**src/rtl/itrd_pkg.sv**
```systemverilog
// Package for the integer to radix digits block: shared types and constants.
// Used by itrd_ctrl, itrd_dp and integer_to_radix_digits_top.
// Depends on nothing.
`timescale 1ns / 1ps

package itrd_pkg;

    localparam int IN_W      = 32;   // width of the value port
    localparam int RADIX_W   = 5;    // width of the radix register
    localparam int CHAR_W    = 8;    // width of one ASCII character
    localparam int DIGIT_W   = 4;    // width of one digit (radix up to 16)
    localparam int STEP_BITS = 8;    // dividend bits consumed per division cycle

    localparam logic [RADIX_W-1:0] RADIX_RESET = 5'd10;
    localparam logic [RADIX_W-1:0] RADIX_MIN   = 5'd2;
    localparam logic [RADIX_W-1:0] RADIX_MAX   = 5'd16;

    localparam logic [CHAR_W-1:0] BAD_CHAR = 8'h00;

    typedef enum logic [1:0] {
        ST_IDLE,
        ST_DIVIDE,
        ST_EMIT
    } state_t;

    // Commands from the controller to the datapath.
    typedef struct packed {
        logic load;       // capture a new value
        logic bad;        // emit the single error result
        logic div_step;   // run one step of the long division
        logic emit;       // read out one stored digit
    } cmd_t;

    // Status from the datapath to the controller.
    typedef struct packed {
        logic radix_ok;   // radix register lies in 2..16
        logic last_chunk; // this division cycle finishes a digit
        logic quot_zero;  // quotient after this cycle is zero
        logic last_read;  // this read fetches the least significant digit
    } sts_t;

    function automatic logic [CHAR_W-1:0] digit_to_char(input logic [DIGIT_W-1:0] d);
        logic [CHAR_W-1:0] c;
        case (d)
            4'd0:    c = 8'h30;
            4'd1:    c = 8'h31;
            4'd2:    c = 8'h32;
            4'd3:    c = 8'h33;
            4'd4:    c = 8'h34;
            4'd5:    c = 8'h35;
            4'd6:    c = 8'h36;
            4'd7:    c = 8'h37;
            4'd8:    c = 8'h38;
            4'd9:    c = 8'h39;
            4'd10:   c = 8'h41;
            4'd11:   c = 8'h42;
            4'd12:   c = 8'h43;
            4'd13:   c = 8'h44;
            4'd14:   c = 8'h45;
            default: c = 8'h46;
        endcase
        return c;
    endfunction

endpackage

```
**src/rtl/itrd_ctrl.sv**
```systemverilog
// Controller of the integer to radix digits block: sequences division and readout.
// Depends on itrd_pkg for the state type and the command and status structs.
`timescale 1ns / 1ps

module itrd_ctrl (
    input  logic          clk,
    input  logic          rst_n,
    input  logic          start,
    input  itrd_pkg::sts_t sts,
    output itrd_pkg::cmd_t cmd,
    output logic          busy
);

    itrd_pkg::state_t state_reg;
    itrd_pkg::state_t state_next;

    always_ff @(posedge clk or negedge rst_n)
    begin
        if (!rst_n)
        begin
            state_reg <= itrd_pkg::ST_IDLE;
        end
        else
        begin
            state_reg <= state_next;
        end
    end

    always_comb
    begin
        state_next   = state_reg;
        cmd          = '0;
        busy         = 1'b1;
        unique case (state_reg)
            itrd_pkg::ST_IDLE:
            begin
                busy = 1'b0;
                if (start)
                begin
                    if (sts.radix_ok)
                    begin
                        cmd.load   = 1'b1;
                        state_next = itrd_pkg::ST_DIVIDE;
                    end
                    else
                    begin
                        // An invalid radix yields one error result and no work.
                        cmd.bad = 1'b1;
                    end
                end
            end
            itrd_pkg::ST_DIVIDE:
            begin
                cmd.div_step = 1'b1;
                if (sts.last_chunk && sts.quot_zero)
                begin
                    state_next = itrd_pkg::ST_EMIT;
                end
            end
            itrd_pkg::ST_EMIT:
            begin
                cmd.emit = 1'b1;
                if (sts.last_read)
                begin
                    state_next = itrd_pkg::ST_IDLE;
                end
            end
            default:
            begin
                state_next = itrd_pkg::ST_IDLE;
            end
        endcase
    end

endmodule

```
**src/rtl/itrd_dp.sv**
```systemverilog
// Datapath of the integer to radix digits block: radix register, long divider,
// digit store and result register. Depends on itrd_pkg.
`timescale 1ns / 1ps

module itrd_dp #(
    parameter int VALUE_WIDTH = 32
) (
    input  logic                          clk,
    input  logic                          rst_n,
    input  itrd_pkg::cmd_t                cmd,
    output itrd_pkg::sts_t                sts,
    input  logic [itrd_pkg::IN_W-1:0]     value,
    input  logic                          cfg_write,
    input  logic [itrd_pkg::RADIX_W-1:0]  cfg_data,
    output logic                          result_valid,
    output logic [itrd_pkg::CHAR_W-1:0]   digit_char,
    output logic                          last_digit,
    output logic                          bad_radix
);

    localparam int CHUNKS = (VALUE_WIDTH + itrd_pkg::STEP_BITS - 1) / itrd_pkg::STEP_BITS;
    localparam int PAD_W  = CHUNKS * itrd_pkg::STEP_BITS;
    localparam int CNT_W  = (CHUNKS > 1) ? $clog2(CHUNKS) : 1;
    localparam int ADDR_W = $clog2(VALUE_WIDTH);
    localparam logic [CNT_W-1:0] LAST_CHUNK = CNT_W'(CHUNKS - 1);

    logic [itrd_pkg::RADIX_W-1:0]  radix_reg;
    logic [PAD_W-1:0]              dividend_reg;
    logic [PAD_W-1:0]              dividend_next;
    logic [itrd_pkg::DIGIT_W-1:0]  rem_reg;
    logic [itrd_pkg::DIGIT_W-1:0]  rem_next;
    logic [itrd_pkg::STEP_BITS-1:0] qbits;
    logic [CNT_W-1:0]              chunk_reg;
    logic [ADDR_W-1:0]             wr_ptr_reg;
    logic [ADDR_W-1:0]             rd_ptr_reg;
    logic [PAD_W-1:0]              load_val;
    logic                          digit_done;

    logic [itrd_pkg::DIGIT_W-1:0]  digit_mem [VALUE_WIDTH];
    logic [itrd_pkg::DIGIT_W-1:0]  rd_data_reg;

    logic                          out_valid_reg;
    logic                          out_last_reg;
    logic                          out_bad_reg;

    // Value bits above VALUE_WIDTH are dropped.
    generate
        if (VALUE_WIDTH >= itrd_pkg::IN_W)
        begin : g_wide
            assign load_val = PAD_W'(value);
        end
        else
        begin : g_narrow
            assign load_val = PAD_W'(value[VALUE_WIDTH-1:0]);
        end
    endgenerate

    // Eight steps of restoring division by the radix, most significant bits first.
    always_comb
    begin
        logic [itrd_pkg::RADIX_W-1:0] trial;
        logic [itrd_pkg::DIGIT_W-1:0] r;
        r = rem_reg;
        for (int i = 0; i < itrd_pkg::STEP_BITS; i++)
        begin
            trial = {r, dividend_reg[PAD_W-1-i]};
            if (trial >= radix_reg)
            begin
                qbits[itrd_pkg::STEP_BITS-1-i] = 1'b1;
                trial = trial - radix_reg;
            end
            else
            begin
                qbits[itrd_pkg::STEP_BITS-1-i] = 1'b0;
            end
            r = trial[itrd_pkg::DIGIT_W-1:0];
        end
        rem_next      = r;
        dividend_next = (dividend_reg << itrd_pkg::STEP_BITS) | PAD_W'(qbits);
    end

    assign digit_done = cmd.div_step && (chunk_reg == LAST_CHUNK);

    assign sts.radix_ok   = (radix_reg >= itrd_pkg::RADIX_MIN) &&
                            (radix_reg <= itrd_pkg::RADIX_MAX);
    assign sts.last_chunk = (chunk_reg == LAST_CHUNK);
    assign sts.quot_zero  = (dividend_next == '0);
    assign sts.last_read  = (rd_ptr_reg == '0);

    always_ff @(posedge clk or negedge rst_n)
    begin
        if (!rst_n)
        begin
            radix_reg     <= itrd_pkg::RADIX_RESET;
            chunk_reg     <= '0;
            wr_ptr_reg    <= '0;
            rd_ptr_reg    <= '0;
            out_valid_reg <= 1'b0;
            out_last_reg  <= 1'b0;
            out_bad_reg   <= 1'b0;
        end
        else
        begin
            if (cfg_write)
            begin
                radix_reg <= cfg_data;
            end

            if (cmd.load)
            begin
                chunk_reg  <= '0;
                wr_ptr_reg <= '0;
            end
            else if (cmd.div_step)
            begin
                if (digit_done)
                begin
                    chunk_reg  <= '0;
                    wr_ptr_reg <= wr_ptr_reg + 1'b1;
                    rd_ptr_reg <= wr_ptr_reg;
                end
                else
                begin
                    chunk_reg <= chunk_reg + 1'b1;
                end
            end
            else if (cmd.emit)
            begin
                rd_ptr_reg <= rd_ptr_reg - 1'b1;
            end

            out_valid_reg <= cmd.emit || cmd.bad;
            out_last_reg  <= cmd.bad || (cmd.emit && (rd_ptr_reg == '0));
            out_bad_reg   <= cmd.bad;
        end
    end

    // Dividend and partial remainder; the remainder restarts at zero per digit.
    always_ff @(posedge clk)
    begin
        if (cmd.load)
        begin
            dividend_reg <= load_val;
            rem_reg      <= '0;
        end
        else if (cmd.div_step)
        begin
            dividend_reg <= dividend_next;
            rem_reg      <= digit_done ? '0 : rem_next;
        end
    end

    // Digits are stored least significant first and read back in reverse.
    always_ff @(posedge clk)
    begin
        if (digit_done)
        begin
            digit_mem[wr_ptr_reg] <= rem_next;
        end
    end

    always_ff @(posedge clk)
    begin
        if (cmd.emit)
        begin
            rd_data_reg <= digit_mem[rd_ptr_reg];
        end
    end

    assign result_valid = out_valid_reg;
    assign last_digit   = out_last_reg;
    assign bad_radix    = out_bad_reg;
    assign digit_char   = out_bad_reg ? itrd_pkg::BAD_CHAR
                                      : itrd_pkg::digit_to_char(rd_data_reg);

endmodule

```
**src/rtl/integer_to_radix_digits_top.sv**
```systemverilog
// Top level of the integer to radix digits block.
// Depends on itrd_pkg, itrd_ctrl and itrd_dp.
`timescale 1ns / 1ps

// Converts an unsigned value into ASCII digits in the base held by the radix
// register, most significant digit first, with no leading zeros.
// Requests: a conversion request is taken at a clock edge where start is high
// and busy is low. Each digit appears on digit_char for one cycle with
// result_valid high; last_digit marks the final digit of a request.
// The receiver cannot stall; results must be taken as they appear.
// The radix register (reset value 10) is written through cfg_valid/cfg_ready;
// cfg_ready is high whenever busy is low and no request is presented on start.
// A radix outside 2..16 gives one result with bad_radix and last_digit set,
// in the cycle after the request, and busy never rises.
// The divider consumes eight value bits per cycle and divides the whole value
// by the radix once for each digit; readout then fetches one digit at a time
// through the single read port of the digit store. Busy stays high through
// both division and readout, and the last digit appears in the same cycle
// in which busy falls, since each result is registered.
// Reset clears the controller to idle, drops result_valid and sets radix to 10.

module integer_to_radix_digits_top #(
    parameter int VALUE_WIDTH = 32
) (
    input  logic                          clk,
    input  logic                          rst_n,
    input  logic                          start,
    output logic                          busy,
    input  logic [itrd_pkg::IN_W-1:0]     value,
    input  logic                          cfg_valid,
    output logic                          cfg_ready,
    input  logic [itrd_pkg::RADIX_W-1:0]  cfg_data,
    output logic                          result_valid,
    output logic [itrd_pkg::CHAR_W-1:0]   digit_char,
    output logic                          last_digit,
    output logic                          bad_radix
);

    itrd_pkg::cmd_t cmd;
    itrd_pkg::sts_t sts;
    logic           cfg_write;

    // A radix write never shares an edge with an accepted request.
    assign cfg_ready = !busy && !start;
    assign cfg_write = cfg_valid && cfg_ready;

    itrd_ctrl u_ctrl (
        .clk   (clk),
        .rst_n (rst_n),
        .start (start),
        .sts   (sts),
        .cmd   (cmd),
        .busy  (busy)
    );

    itrd_dp #(
        .VALUE_WIDTH (VALUE_WIDTH)
    ) u_dp (
        .clk          (clk),
        .rst_n        (rst_n),
        .cmd          (cmd),
        .sts          (sts),
        .value        (value),
        .cfg_write    (cfg_write),
        .cfg_data     (cfg_data),
        .result_valid (result_valid),
        .digit_char   (digit_char),
        .last_digit   (last_digit),
        .bad_radix    (bad_radix)
    );

endmodule
```
**config.mk**
```make
export PLATFORM = sky130hd
export DESIGN_NAME = integer_to_radix_digits_top
export DESIGN_NICKNAME = d
export VERILOG_FILES = /design/src/rtl/itrd_pkg.sv /design/src/rtl/itrd_ctrl.sv /design/src/rtl/itrd_dp.sv /design/src/rtl/integer_to_radix_digits_top.sv
export SDC_FILE = /design/constraint.sdc
export NUM_CORES = 1
export LEC_CHECK = 0
export ABC_AREA = 1
export ABC_CLOCK_PERIOD_IN_PS = 16400
export BUFFER_PORTS_ARGS = -buffer_cell sky130_fd_sc_hd__buf_2
export CORE_MARGIN = 2
export CORE_UTILIZATION = 55
export DETAILED_ROUTE_END_ITERATION = 10
export PLACE_DENSITY = 0.73
export SYNTH_ARGS = -nofsm -noshare
export SYNTH_HDL_FRONTEND = slang
export SYNTH_SLANG_ARGS = --single-unit
```
**constraint.sdc**
```tcl
create_clock -name clk -period 16.4 [get_ports clk]
set_input_delay 2.46 -clock clk [delete_from_list [all_inputs] [get_ports clk]]
set_output_delay 2.46 -clock clk [all_outputs]
set_load 0.02 [all_outputs]
```
; Word-level counts from Yosys, hierarchy flattened
; Memory sizes are Yosys's and may differ from the RTL's. A register that Yosys moved wholly into a read port is not among the register bits.
; Index checks and enable logic that the tools add are counted.
[totals]
ram_bits = 128
elab_cells = 104
mem_bits_ro = 112
out_inout_bits = 13
inputBits = 41
regBits = 58
n_memories = 2
[mem_list]
columns = name, depth, width, read_ports, rd_ports_with_merged_regs, write_ports, line_no
row1 = u_dp.digit_mem, 32, 4, 1, 1, 1, itrd_dp.sv:39  ; logic [itrd_pkg::DIGIT_W-1:0] digit_mem [VALUE_WIDTH];
row2 = (name not given), 16, 7, 1, 0, 0, itrd_pkg.sv:44  ; case (d)
[op_classes]
n_addsub = 11
n_bitwise = 2
reduce_logical = 18
magnitude_cmp = 10
mux = 43
n_eq_ne = 8
[ops]
columns = cell, n
row1 = $mux 32, 2
row2 = $ge 5x5->1, 8
row3 = $mux 4, 9
row4 = $logic_not 32->1, 1
row5 = $or 32x8->32, 1
row6 = $sub 4x4->4, 8
row7 = $mux 5, 6
row8 = $mux 2, 9
row9 = $mux 1, 15
row10 = $mux 8, 1
row11 = $ne 2x2->1 const B, 4
row12 = $logic_and 1x1->1, 6
row13 = $pmux 2 s3, 1
row14 = $reduce_bool 2->1, 3
row15 = $add 5x1->5 const B, 1
row16 = $ge 5x2->1 const B, 1
row17 = $le 5x5->1 const B, 1
row18 = $logic_not 5->1, 1
row19 = $sub 5x1->5 const B, 1
row20 = $eq 2x2->1 const B, 2
row21 = $reduce_and 4->1, 1
row22 = $reduce_and 3->1, 1
row23 = $add 2x1->2 const B, 1
row24 = $eq 2x1->1 const B, 1
row25 = 6 further kinds, 7

; Longest topological paths before layout
; Gate-level depths: netlist of run 1.
[depth]
ltp_word = 21
ltp_mapped = 77
mapped_depth_nobuf = 77

; By module
; Synthesis of run 1 repeated with hierarchy kept, for this count alone.
[hier_totals]
hier_cells = 1026
hier_area_um2 = 10118.5
[by_module_without_submodules]
columns = mod, seq_area_each_um2, area_per_inst_um2, instances, cells_per_inst
row1 = itrd_dp, 5507.8, 9939.5, 1, 994
row2 = itrd_ctrl, 50.0, 151.4, 1, 26
row3 = integer_to_radix_digits_top, 0.0, 27.5, 1, 6

; Least setup slack after synthesis of run 1
; No wires, ideal clock.
[synth_timing]
path_type = register to register
from = register u_dp.radix_reg[1] (netlist name)
to = memory u_dp.digit_mem[0][0] (netlist name), data pin
stages_incl_launch_ff = 66
required_time_ns = 15.936
period_less_slack_ns = 9.775
setup_time_ns = 0.464
path_slack_ns = 6.625
path_buffers = 0
arrival_time_ns = 9.311
path_cell_list = dfstp_2 -> inv_2 -> ha_1 -> nand2_1 -> inv_1 -> nand3_1 -> nand2_1 -> nor2_4 -> nand2_1 -> o21ai_0 -> ha_1 -> nand2_1 -> inv_1 -> nand2_1 -> nand2_1 -> nor2_2 -> or2_2 -> nand2_1 -> [30 not listed] -> nand3_1 -> nand2_1 -> inv_1 -> ha_1 -> nand2_1 -> nand3b_1 -> nand2_1 -> nor2_4 -> inv_1 -> nand2_1 -> a21boi_0 -> ha_1 -> nand2_1 -> inv_1 -> nand3_1 -> nand2_1 -> nor2_2 -> o21ai_0
[synth_via]
elab_chain_len = 16
word_cells_on_any_way = 23
cone_classes = add/sub (7) / order compare (8) / mux (8)
[synth_lines]
columns = element, line_no
row1 = from (decl), itrd_dp.sv:27  ; logic [itrd_pkg::RADIX_W-1:0] radix_reg;
row2 = from (signal assigned), itrd_dp.sv:94  ; radix_reg <= itrd_pkg::RADIX_RESET;
row3 = from (signal assigned), itrd_dp.sv:106  ; radix_reg <= cfg_data;
row4 = $sub 4x4->4 / $ge 5x5->1 (equally long branches), "itrd_dp.sv:70, itrd_dp.sv:67"
row5 = $mux 4, itrd_dp.sv:67  ; if (trial >= radix_reg)
row6 = $sub 4x4->4 / $ge 5x5->1 (equally long branches), "itrd_dp.sv:70, itrd_dp.sv:67"
row7 = $mux 4, itrd_dp.sv:67
row8 = $sub 4x4->4 / $ge 5x5->1 (equally long branches), "itrd_dp.sv:70, itrd_dp.sv:67"
row9 = $mux 4, itrd_dp.sv:67
row10 = $ge 5x5->1 / $sub 4x4->4 (equally long branches), "itrd_dp.sv:67, itrd_dp.sv:70"
row11 = $mux 4, itrd_dp.sv:67
row12 = $sub 4x4->4 / $ge 5x5->1 (equally long branches), "itrd_dp.sv:70, itrd_dp.sv:67"
row13 = $mux 4, itrd_dp.sv:67
row14 = $sub 4x4->4 / $ge 5x5->1 (equally long branches), "itrd_dp.sv:70, itrd_dp.sv:67"
row15 = $mux 4, itrd_dp.sv:67
row16 = $sub 4x4->4 / $ge 5x5->1 (equally long branches), "itrd_dp.sv:70, itrd_dp.sv:67"
row17 = $mux 4, itrd_dp.sv:67
row18 = $ge 5x5->1 *, itrd_dp.sv:67
row19 = $mux 4 *, itrd_dp.sv:67
row20 = via u_dp.rem_next (one bit), itrd_dp.sv:31  ; logic [itrd_pkg::DIGIT_W-1:0] rem_next;
row21 = to (decl), itrd_dp.sv:39
; Mark *: on every way through the listed nets, which the timed path passes. The rest lies on a longest branch.

; Worst setup path in the final report of run 1
[layout_timing]
from = register u_dp.radix_reg[1] (netlist name)
to = memory u_dp.digit_mem[25][3] (netlist name), data pin
[layout_via]
elab_chain_len = 16
word_cells_on_any_way = 24
cone_classes = add/sub (8) / order compare (8) / mux (8)
[layout_lines]
columns = element, line_no
row1 = $sub 4x4->4 / $ge 5x5->1 (equally long branches), "itrd_dp.sv:70, itrd_dp.sv:67"
row2 = $mux 4, itrd_dp.sv:67
row3 = $sub 4x4->4 / $ge 5x5->1 (equally long branches), "itrd_dp.sv:70, itrd_dp.sv:67"
row4 = $mux 4, itrd_dp.sv:67
row5 = $sub 4x4->4 / $ge 5x5->1 (equally long branches), "itrd_dp.sv:70, itrd_dp.sv:67"
row6 = $mux 4, itrd_dp.sv:67
row7 = $ge 5x5->1 / $sub 4x4->4 (equally long branches), "itrd_dp.sv:67, itrd_dp.sv:70"
row8 = $mux 4, itrd_dp.sv:67
row9 = $sub 4x4->4 / $ge 5x5->1 (equally long branches), "itrd_dp.sv:70, itrd_dp.sv:67"
row10 = $mux 4, itrd_dp.sv:67
row11 = $sub 4x4->4 / $ge 5x5->1 (equally long branches), "itrd_dp.sv:70, itrd_dp.sv:67"
row12 = $mux 4, itrd_dp.sv:67
row13 = $ge 5x5->1 / $sub 4x4->4 (equally long branches), "itrd_dp.sv:67, itrd_dp.sv:70"
row14 = $mux 4, itrd_dp.sv:67
row15 = $sub 4x4->4 / $ge 5x5->1 (equally long branches), "itrd_dp.sv:70, itrd_dp.sv:67"
row16 = $mux 4 *, itrd_dp.sv:67
row17 = via u_dp.rem_next (one bit), itrd_dp.sv:31
; Marked as above.

==> results of run 1 <==
layout make-up:
| class | instances | area share (%) |
|---|---|---|
| clock buffer | 18 | 3.86 |
| tap | 229 | 2.58 |
| multi-input combinational | 735 | 35.5 |
| timing repair buffer | 57 | 2.68 |
| inverter | 125 | 4.22 |
| clock inverter | 14 | 1.21 |
| sequential | 190 | 50.0 |
placed cells by master (no fill, tap or decap), types with 4 or more instances in the layout:
cell         n
o21ai_2      4
buf_2       52
o21ai_0     84
and2_1       4
xor2_1      10
inv_2        8
nor3_1       8
clkbuf_16   17
nand2_1    286
dfrtp_1     19
ha_1        53
o221ai_1     6
nor2_4       5
o21ai_1      8
a221oi_1     9
nand3_1     56
a21oi_1     35
o22ai_1     11
clkinv_1     4
edfxtp_1   164
nor2_1     118
buf_4        5
or2_2        5
inv_1      116
fa_1         8
dfxtp_1      4
xnor2_1      6
nand4_1      4
cell families after synthesis:
logic type	Yosys count	synth area share (%)
AO/OA/AOI/OAI	164	9.21
flip-flops	190	54.7
XOR/XNOR	16	1.38
other	1	0.0369
multiplexers	1	0.111
buffers and inverters	159	6.42
AND/OR/NAND/NOR	492	20.0
adder cells (fa/ha/maj)	61	8.11
metrics by stage:
step | worst slack (ns) | hold WS [ns] | area (µm²)
after detailed placement | 5.73 | 0.470 | 10600
after CTS | 5.67 | 0.482 | 11100
final | 5.62 | 0.487 | 11100
after global routing | 4.48 | 0.515 | 11100
after floorplan | 6.63 | 0.433 | 10200
after global placement | 6.16 | 0.455 | 10600
routing by layer:
layer  GRT usage (%)  vias up
met5               0        -
met4            9.00        0
met3            4.30       48
met2            40.9      250
met1            31.4     3572
li1                -     3705
worst reg2reg max path, delay by kind of cell, from the launching register on:
family / cells / cell delay (ns)
AOI/OAI and AO/OA: 2 / 0.32
buffers and inverters: 10 / 0.68
DFF: 1 / 0.72
adders and majority gates: 8 / 2.45
and+or+nand+nor: 46 / 6.21
worst paths after layout:
check	from	endpoint	slack [ns]	cells after the start
setup / recovery	u_dp.radix_reg[1]	u_dp.digit_mem[25][3]	5.62	66
hold / removal	u_dp.rem_reg[3]	u_dp.rem_reg[3]	0.49	2
setup reg to reg	u_dp.radix_reg[1]	u_dp.digit_mem[25][3]	5.62	66
hold reg to reg	u_dp.rem_reg[3]	u_dp.rem_reg[3]	0.49	2
max in group asynchronous	rst_n	u_dp.rd_ptr_reg[0]	13.98	1
min in group asynchronous	rst_n	u_dp.bad_radix	2.01	1
==> impl_metrics.json, run 1 <==
{
  "drive_gt1_share_pct": 10.2,
  "io_pins": 54,
  "cts_inserted_buffers": 17,
  "synth_top_cell_area_share_pct": 48.5,
  "tns_ns": 0,
  "cp.required_ns": 16.48,
  "stdcell_count": 1368,
  "synth_area_leaders": "edfxtp_1, nand2_1, ha_1, dfrtp_1, nor2_1",
  "gp_congestion": 0.944,
  "syn_avg_cell_area_um2": 9.37,
  "crit_buf_inv": 10,
  "status": "complete, no violations",
  "cts_tree": "built",
  "hold_viol": 0,
  "highest_layer": "met4",
  "largest_register_ffs": 128,
  "cpPeakStageDelay_ns": 0.82,
  "critPathKind": "reg2reg",
  "holdBufCountCts": 0,
  "timing.final.crit_share_pct": 65.7,
  "wl_per_cell_um": 16.8,
  "place_inst": 1336,
  "synth.most_common_cell": "nand2_1",
  "final_net_count": 1228,
  "clock_latency_ns": 0.43,
  "die_w_um": 140,
  "dr_wl_met2_um": 11200,
  "met3_length_um": 1210,
  "numClockSinks": 190,
  "period_needed_ns": 10.78,
  "critical_path_peak_fanout": 32,
  "worst_pin_slew_ns": 1.06,
  "crit_path_start_kind": "flop",
  "synth.ff_latch_count": 190,
  "antenna_found_initial": 0,
  "cp_top_family": "simple AND/OR/NAND/NOR gates",
  "crit_slowest_cell": "and2_1",
  "cts_setup_buffers": 0,
  "seqCellArea_um2": 5560,
  "clock_path_buffers": 2,
  "met1Wirelength_um": 9910,
  "fin_util_pct": 61.7,
  "post_cts_resize_count": 0,
  "dieArea_um2": 19600,
  "initial_utilization_pct": 56.3,
  "n_antenna_cell": 0,
  "fp.coreArea_um2": 18000,
  "syn_to_final_growth_pct": 9.56,
  "multi_input_area_um2": 3950,
  "hpwlAfterDp_um": 15900,
  "synth_common_cells": "nand2_1, edfxtp_1, nor2_1",
  "grt.total_usage_pct": 24.2,
  "crit_arrival_ns": 10.86,
  "synthesis.area_um2": 10200,
  "finClkSkew_ns": 0.00891,
  "ys_types": 40,
  "synth_edf_count": 164,
  "synth_cells": 1084,
  "first_pass_iters": 5,
  "fillers": 1503,
  "timing.slew.headroom_pct": 29.7,
  "max_freq_mhz": 92.8,
  "rows": 49,
  "setup_viol": 0,
  "grt.overflow.total": 0,
  "die_h_um": 140,
  "grt_pass1_wl_um": 37000,
  "synth_area_leader_cell": "edfxtp_1",
  "first_iter_violations": 489,
  "clk_pin_slew_ns": 0.07,
  "grt_pass1_vias": 7468,
  "vias_per_cell": 5.54,
  "synth_nets": 1186,
  "wl_um": 23000,
  "cap_violations": 0,
  "synthFlopType": "edfxtp_1",
  "htree_levels": 4,
  "grt_start_max_net_pins": 76,
  "synth-warning-count": 0,
  "slew_viol_final": 0,
  "holdCritPathClass": "reg2reg",
  "drc": 0,
  "seq_area_frac_synth_pct": 54.7,
  "rsz0062_at_grt": "no",
  "async_flop_share_pct": 11.6,
  "clockRootBuffer": "clkbuf_16",
  "io_buffer_count": 52,
  "end_kind": "flop",
  "antenna_left": 0,
  "crit_top_cell": "nand2_1",
  "num_vias": 7575
}
Power of run 1 is not shown: default switching activity piles up to over one toggle a cycle in this logic, so the estimate is an artifact.
==> inputs of run 2 (changes only) <==
Settings changed: ABC_AREA 1 to 0, ABC_CLOCK_PERIOD_IN_PS 16400 to 10910.
Clock period 16.4 ns to 10.91 ns, I/O delays scaled along.
==> run 2 against run 1 <==
Against the previous run: die area shrank 3.6%; area after synthesis shrank 3.7%; cell count shrank 23%; setup slack lost 5.0 ns; clock-buffer cell count grew 1; fmax grew 4.3%; core utilization grew 2.1 points; sequential cell count is the same.
==> impl_metrics.json, run 2 <==
{
  "grt_start_max_net_pins": 39,
  "synth_adder_area_share_pct": 8.42,
  "synth-xor-area-share_pct": 1.70,
  "synth_top_family_by_area": "multiplexers",
  "initial_utilization_pct": 56.4,
  "synth_area_leaders": "edfxtp_1, mux4_2, ha_1, dfrtp_1, nand2_1",
  "holdCritPathClass": "reg2reg",
  "synthFlopType": "edfxtp_1",
  "synth_mux_area_share_pct": 12.8,
  "setup_viol": 0,
  "vias_per_cell": 6.00,
  "cp.required_ns": 11.06,
  "clk_pin_slew_ns": 0.07,
  "syn_to_final_growth_pct": 13.3,
  "synth.ff_latch_count": 190,
  "clock_path_buffers": 2,
  "timing.slew.headroom_pct": 20.4,
  "largest_register_ffs": 128,
  "status": "complete, no violations",
  "ys_types": 58,
  "wl_um": 20700,
  "grt_pass1_vias": 6091,
  "end_kind": "flop",
  "cts_tree": "built",
  "synth_edf_count": 164,
  "hold_viol": 0,
  "synth_top_cell_area_share_pct": 50.3,
  "syn_avg_cell_area_um2": 13.1,
  "first_pass_iters": 5,
  "numClockSinks": 190,
  "slew_viol_final": 0,
  "gp_congestion": 0.858,
  "worstHoldStart": "u_dp.radix_reg[2]",
  "rows": 48,
  "synthSimpleGateAreaFrac_pct": 10.3,
  "cap_violations": 0,
  "synth_common_cells": "edfxtp_1, nand2_1, nor2_1",
  "dieArea_um2": 18900,
  "r2r_start": "u_dp.radix_reg[1]",
  "cts_inserted_buffers": 17,
  "io_pins": 54,
  "final_net_count": 918,
  "crit_top_cell": "ha_1",
  "critical_path_peak_fanout": 16,
  "grt_pass1_wl_um": 31500,
  "grt.overflow.total": 0,
  "synth_nets": 849,
  "antenna_left": 0,
  "first_iter_violations": 514,
  "crit_slowest_cell": "dfstp_2",
  "final_common_cell": "edfxtp_1",
  "async_flop_share_pct": 11.6,
  "fp.coreArea_um2": 17400,
  "htree_levels": 4,
  "drc": 0,
  "seq_area_frac_synth_pct": 56.8,
  "max_freq_mhz": 96.8,
  "clockRootBuffer": "clkbuf_16",
  "synth_cells": 747,
  "fin_util_pct": 63.8,
  "critPathKind": "reg2reg",
  "die_w_um": 137,
  "grt.total_usage_pct": 22.6,
  "die_h_um": 137,
  "drive_gt1_share_pct": 23.3,
  "synth_area_leader_cell": "edfxtp_1",
  "n_antenna_cell": 0,
  "crit_arrival_ns": 10.49,
  "synth.most_common_cell": "edfxtp_1",
  "num_vias": 6320,
  "worst_pin_slew_ns": 1.19,
  "period_needed_ns": 10.34,
  "clock_latency_ns": 0.44,
  "antenna_found_initial": 0,
  "cpPeakStageDelay_ns": 0.53,
  "mostFrequentLayoutCells": "edfxtp_1, nand2_1, nor2_1",
  "crit_path_start_kind": "flop",
  "synth-compound-area-share_pct": 6.96,
  "worstSetupStartpoint": "u_dp.radix_reg[1]",
  "wl_per_cell_um": 19.7,
  "finClkSkew_ns": 0.00962,
  "synth-warning-count": 0,
  "timing.final.crit_share_pct": 94.7,
  "io_buffer_count": 52,
  "hpwlAfterDp_um": 14200,
  "synthesis.area_um2": 9780
}
==> run 2: cell count changes after synthesis, moves of 20 or more <==
| cell | previous run | this run |
|---|---|---|
| nand2_1 | 286 | 108 |
| nand3_1 | 56 | 3 |
| inv_1 | 116 | 43 |
| o21ai_0 | 85 | 12 |
| mux4_2 | 0 | 40 |
| mux2_2 | 1 | 21 |
| nor2_1 | 118 | 73 |
==> run 2: worst max-delay path: cells and delay by family (launching register included) <==
kind / cells / cell delay, ns
flip-flops: 1 / 0.53
adder cells (fa/ha/maj): 8 / 2.67
buffers and inverters: 6 / 0.80
AND/OR/NAND/NOR: 4 / 0.59
AO/OA/AOI/OAI: 23 / 4.13
multiplexers: 4 / 1.33
==> run 2: worst paths after layout <==
check	end	slack, ns	depth (start not counted)
max in group asynchronous	u_dp.rd_ptr_reg[0]	9.36	1
min in group asynchronous	u_dp.result_valid	1.17	1
setup / recovery	u_dp.digit_mem[9][3]	0.57	45
hold reg to reg	u_dp.radix_reg[2]	0.54	1
setup reg to reg	u_dp.digit_mem[9][3]	0.57	45
hold / removal	u_dp.radix_reg[2]	0.54	1
==> run 2: cells by family (layout without fill, tap and decap cells) <==
family                   count (synthesis)  after routing
AO/OA/AOI/OAI                          105            105
XOR/XNOR                                19             19
adder cells (fa/ha/maj)                 61             61
buffers and inverters                   69            150
flip-flops                             190            190
multiplexers                            72             73
other                                    1              1
AND/OR/NAND/NOR                        230            230
==> run 2: layout make-up <==
| class | count | area [µm²] |
|---|---|---|
| clock buffer | 19 | 433 |
| clock inverter | 13 | 171 |
| fill | 1236 | 6280 |
| inverter | 43 | 161 |
| multi-input combinational | 489 | 4030 |
| sequential | 190 | 5560 |
| tap | 225 | 282 |
| timing repair buffer | 75 | 440 |
==> run 2: metal layers <==
layer  routed length [µm]  up-vias  track usage, %
met4                  420        0            7.85
li1                     -     2894               -
met5                    0        -               0
met1                 8970     3168            31.6
met3                 1250       37            4.78
met2                10100      221            35.5
==> run 2: per-stage QoR <==
step	worst slack, ns	setup TNS (ns)	area, µm²	hold slack (ns)	instances
after floorplan	-0.0208	-0.666	9790	0.466	747
final	0.574	0	11100	0.543	1054
after global placement	0.502	0	10300	0.507	1017
after detailed placement	-0.224	-7.13	10300	0.529	1017
after global routing	-0.0844	-2.75	11100	0.560	1054
after CTS	0.0736	0	10900	0.544	1049
==> run 2: timing repair <==
item	4_1_cts	5_1_grt
gates resized for setup	1	20
hold buffers	0	0
setup endpoints to repair	32	135
setup buffers	0	4
pin swaps	0	4
cloned	0	1
Power of run 2 is left out for the same reason.
